===== config.mk =====
export PLATFORM = sky130hd
export DESIGN_NAME = hcebp_ctrl
export DESIGN_NICKNAME = d
export VERILOG_FILES = /design/src/hw/rtl/hcebp_pkg.sv /design/src/hw/rtl/hcebp_ctrl.sv
export SDC_FILE = /design/constraint.sdc
export NUM_CORES = 1
export LEC_CHECK = 0
export BUFFER_PORTS_ARGS = -buffer_cell sky130_fd_sc_hd__clkbuf_2
export CORE_AREA = 10 10 47 49
export CTS_CLUSTER_DIAMETER = 80
export DETAILED_ROUTE_END_ITERATION = 10
export DIE_AREA = 0 0 57 59
export SLEW_MARGIN = 15
export SYNTH_ARGS = -nofsm -noshare
export SYNTH_HDL_FRONTEND = slang
export SYNTH_SLANG_ARGS = --single-unit

===== constraint.sdc =====
create_clock -name clk -period 1.58 [get_ports clk]
set_clock_uncertainty 0.05 [all_clocks]
set_input_delay 0.079 -clock clk [delete_from_list [all_inputs] [get_ports clk]]
set_output_delay 0.079 -clock clk [all_outputs]
set_load 0.005 [all_outputs]

===== src/hw/rtl/hcebp_pkg.sv =====
// Shared package for the code emitter and byte packer.
// Holds request codes, the controller state type and the command/status structs.
// No dependencies.
`timescale 1ns / 1ps

package hcebp_pkg;

  localparam int BYTE_BITS        = 8;
  localparam int PEND_W           = 7;   // at most seven bits wait between items
  localparam int CODE_IN_W        = 32;
  localparam int LEN_IN_W         = 6;
  localparam int SYM_IN_W         = 8;
  localparam int DEF_MAX_CODE_LEN = 32;
  localparam int DEF_SYMBOL_COUNT = 256;

  localparam logic [1:0] REQ_LOAD   = 2'd0;
  localparam logic [1:0] REQ_ENCODE = 2'd1;
  localparam logic [1:0] REQ_FLUSH  = 2'd2;

  typedef enum logic [2:0] {
    ST_IDLE,
    ST_READ,
    ST_EMIT,
    ST_ERR,
    ST_FLUSH
  } ctl_state_t;

  typedef struct packed {
    logic load_we;       // write table entry from input
    logic rd_en;         // read table entry for input symbol
    logic start;         // merge pending bits with code read
    logic emit_byte;     // send top full byte of accumulator
    logic commit;        // move leftover bits to pending
    logic emit_err;      // send error result
    logic emit_flush;    // send pending bits as final byte
  } ctl_cmd_t;

  typedef struct packed {
    logic hit;           // symbol in range and loaded
    logic pend_nz;       // pending bits exist
    logic ge8;           // accumulator holds a full byte
    logic out_free;      // output register can take a result
  } dp_status_t;

endpackage


===== src/hw/rtl/hcebp_ctrl.sv =====
// Controller state machine for the code emitter and byte packer.
// Depends on hcebp_pkg; drives commands to hcebp_dp, reads its status.
`timescale 1ns / 1ps

module hcebp_ctrl import hcebp_pkg::*; (
  input  logic       clk,
  input  logic       rst_n,
  input  logic       in_valid,
  input  logic [1:0] in_req_type,
  output logic       in_stall,
  input  dp_status_t sts,
  output ctl_cmd_t   cmd
);

  ctl_state_t state_r, state_nxt;
  logic       accept;

  assign accept = in_valid && (state_r == ST_IDLE);

  always_ff @(posedge clk) begin
    if (!rst_n) begin
      state_r <= ST_IDLE;
    end else begin
      state_r <= state_nxt;
    end
  end

  // next state
  always_comb begin
    state_nxt = state_r;
    unique case (state_r)
      ST_IDLE: begin
        if (accept) begin
          unique case (in_req_type)
            REQ_ENCODE: state_nxt = sts.hit ? ST_READ : ST_ERR;
            REQ_FLUSH:  state_nxt = sts.pend_nz ? ST_FLUSH : ST_IDLE;
            default:    state_nxt = ST_IDLE;
          endcase
        end
      end
      ST_READ: state_nxt = ST_EMIT;
      ST_EMIT: begin
        if (!sts.ge8) begin
          state_nxt = ST_IDLE;
        end
      end
      ST_ERR: begin
        if (sts.out_free) begin
          state_nxt = ST_IDLE;
        end
      end
      ST_FLUSH: begin
        if (sts.out_free) begin
          state_nxt = ST_IDLE;
        end
      end
      default: state_nxt = ST_IDLE;
    endcase
  end

  // outputs
  always_comb begin
    cmd      = '0;
    in_stall = (state_r != ST_IDLE);
    unique case (state_r)
      ST_IDLE: begin
        cmd.load_we = accept && (in_req_type == REQ_LOAD);
        cmd.rd_en   = accept && (in_req_type == REQ_ENCODE);
      end
      ST_READ: cmd.start = 1'b1;
      ST_EMIT: begin
        cmd.emit_byte = sts.ge8 && sts.out_free;
        cmd.commit    = !sts.ge8;
      end
      ST_ERR:   cmd.emit_err   = sts.out_free;
      ST_FLUSH: cmd.emit_flush = sts.out_free;
      default: ;
    endcase
  end

  a_read_then_emit: assert property (@(posedge clk) disable iff (!rst_n)
    (state_r == ST_READ) |=> (state_r == ST_EMIT))
    else $error("table read not followed by emit");

endmodule


==> metrics <==
Clock Sink Count 3; internal power 197.2 uW; # setup viols final 0; Port Buffers 16; status completed; first-pass GRT wire length 1366 microns; number of max-cap violations 0; CTS Hold Bufs 0; Iteration-0 DRC Markers 6; initial antenna violation count 0; CTS tree built; Sw Share 24.74%; Crit path max-delay family simple AND/OR/NAND/NOR gates; worst-margin pin slew 0.3291 ns; clock root cell clkbuf_4; hold path start rst_n; Initial Utilization 20.71%; switching component of the power 64.84 uW; worst-path maximum fanout 11; biggest area consumer among synthesized cells dfxtp_1; Layout Nets 64; Critical path origin state_r[0]; Hold/Removal Path Class in -> reg; sequential-to-total area share from yosys stat 20.69%; cell count of the worst hold path 2; R2R setup slack 0.42 ns; Setup crit start kind register; DR vias 298; wire length per cell 11.66 microns; Peak VDD IR 0.2863 mV; Yosys warnings 0; Synth top area share 20.69%; max reg flops 3; Row Count 14; clock tree buffer depth 2; Post-Layout Cell Count 67; register bank with the most flops state_r; Die Span Y 59 microns; TritonCTS Buffers 3; Worst slew margin 77.75%; crit path DAT 1.25 ns; crit path capture type output port; DP Cell Count 63; drc violations 0; # IOs 17; area grow syn2layout 36.21%; DIE AREA 3363 sq um; final core area utilization 28.21%; Fmax 0.7239 GHz; sequential power share 32.0%; slowest CP cell dfxtp_1; Yosys cell types 19; Post-synth EDFFs 0; clk slew on worst S/H paths 0.03 ns; Clk pwr share 51.4%; Worst R2R Start state_r[1]; share of cells above drive strength 1 45.10%; worst skew pair latency 0.23 ns; WP data required 1.45 ns; CP bufs+invs 1; #FFs+latches synth 3; R2R cell count 3; final hold vios 0; async set-reset flop share out of synthesis 0%; Post-Syn Area 290.3 sq um; crit share post-route 87.43%; Mean Syn Cell Area 8.796 sq um; CTS H-Tree Depth 1; unrepaired setup endpoints after global routing false; Top FF cell, synth dfxtp_1; Post-Syn Instances 33; DRT Pass-1 Iters 2; drt via density 4.448; max-slew violation count 0; min Tclk post-route 1.381 ns; synth top area cells dfxtp_1 (21%), ha_1 (13%), nor4b_1 (9.1%); hold path endpoint state_r[2]; P_leak 0.0002088 uW; r2r endpoint state_r[1]; total negative slack 0 ns; total grt overflow 0; Core ar. 1401 sq um; CP Class reg -> out; largest registers state_r (3); antenna diode instance count 0; combinational share of power 16.6%; Die Span X 57 microns; vias in the first global route 319; placed cell area 367.9 sq um; Final ANT Viol Nets 0; critical-path cell list nor3_1 -> and3_1 -> clkbuf_2; Routed WL 781 microns; Worst path max stage delay 0.38 ns; Final GP Congestion 0.7336; Design Area, Final 395.4 sq um; global-route usage over all layers 5.515%; dpl hpwl 639.4 microns; largest net degree at the start of global routing 12; PwrDens 662.8 nW/um^2; net count after synthesis 45
[worst register-to-register path, delay by kind of cell (launching register included)]
kind | cells | cell delay, ns
AOI/OAI and AO/OA | 1 | 0.16
DFF | 1 | 0.35
and+or+nand+nor | 2 | 0.52
[how the worst max path moves through the flow]
stage                       to  slack (ns)  depth (start not counted)
finish                  cmd[6]        0.20                          3
global route            cmd[3]        0.04                          3
floorplan           state_r[1]        0.43                          4
CTS                     cmd[3]        0.12                          3
global placement    state_r[1]        0.37                          3
detailed placement      cmd[3]        0.38                          3
[cells in the final DEF (no fill, tap or decap), types with 2 or more instances in the layout]
cell type,instances
nor3_1,2
nor4b_1,3
nor2_1,3
dfxtp_1,2
clkbuf_2,16
inv_1,3
clkbuf_4,3
nand2_1,3
ha_1,3
[logic make-up after synthesis]
group	count (synthesis)	share of synthesized area (%)
and+or+nand+nor	19	46.13
buffers and inverters	5	11.64
AOI/OAI and AO/OA	3	8.623
adders and majority gates	3	12.93
DFF	3	20.69
[stage by stage]
| stage | hold slack [ns] | worst slack (ns) | power (uW) |
|---|---|---|---|
| after global placement | 0.2546 | 0.3738 | 129.1 |
| after detailed placement | 0.2671 | 0.3848 | 129.2 |
| after floorplan | 0.1420 | 0.4253 | 109.1 |
| after global routing | 0.02357 | 0.03570 | 285.8 |
| after CTS | 0.02089 | 0.1162 | 271.0 |
| final | 0.02127 | 0.1985 | 262.1 |
[per-layer routing]
layer | global-route usage (%) | part of all wire (%)
met3 | 3.433 | 9.2
met5 | 0 | 0
met2 | 7.442 | 49
met4 | 8.054 | 4.4
met1 | 4.711 | 37
[layout make-up]
class | instances | area [sq um]
clock buffers | 4 | 26.28
fillers | 161 | 1006
inverters | 3 | 11.26
multi-input cells | 25 | 196.4
flip-flops and latches | 3 | 61.31
well taps | 16 | 20.02
repair buffers | 16 | 80.08
[power by group through the flow]
stage | Combinational (uW) | Clock, uW | Sequential [uW]
2_1_floorplan | 27.9 | 0 | 81.2
3_3_place_gp | 44.3 | 0 | 84.8
3_5_place_dp | 44.4 | 0 | 84.8
4_1_cts | 44.7 | 143 | 83.7
5_1_grt | 50.4 | 151 | 84.9
6_report | 43.4 | 135 | 84.0
[timing repair]
item / 4_1_cts / 5_1_grt
buffers inserted: 0 / 0
gates resized for setup: 0 / 1
setup endpoints to repair: 0 / 1
(Power assumes the default switching activity.)
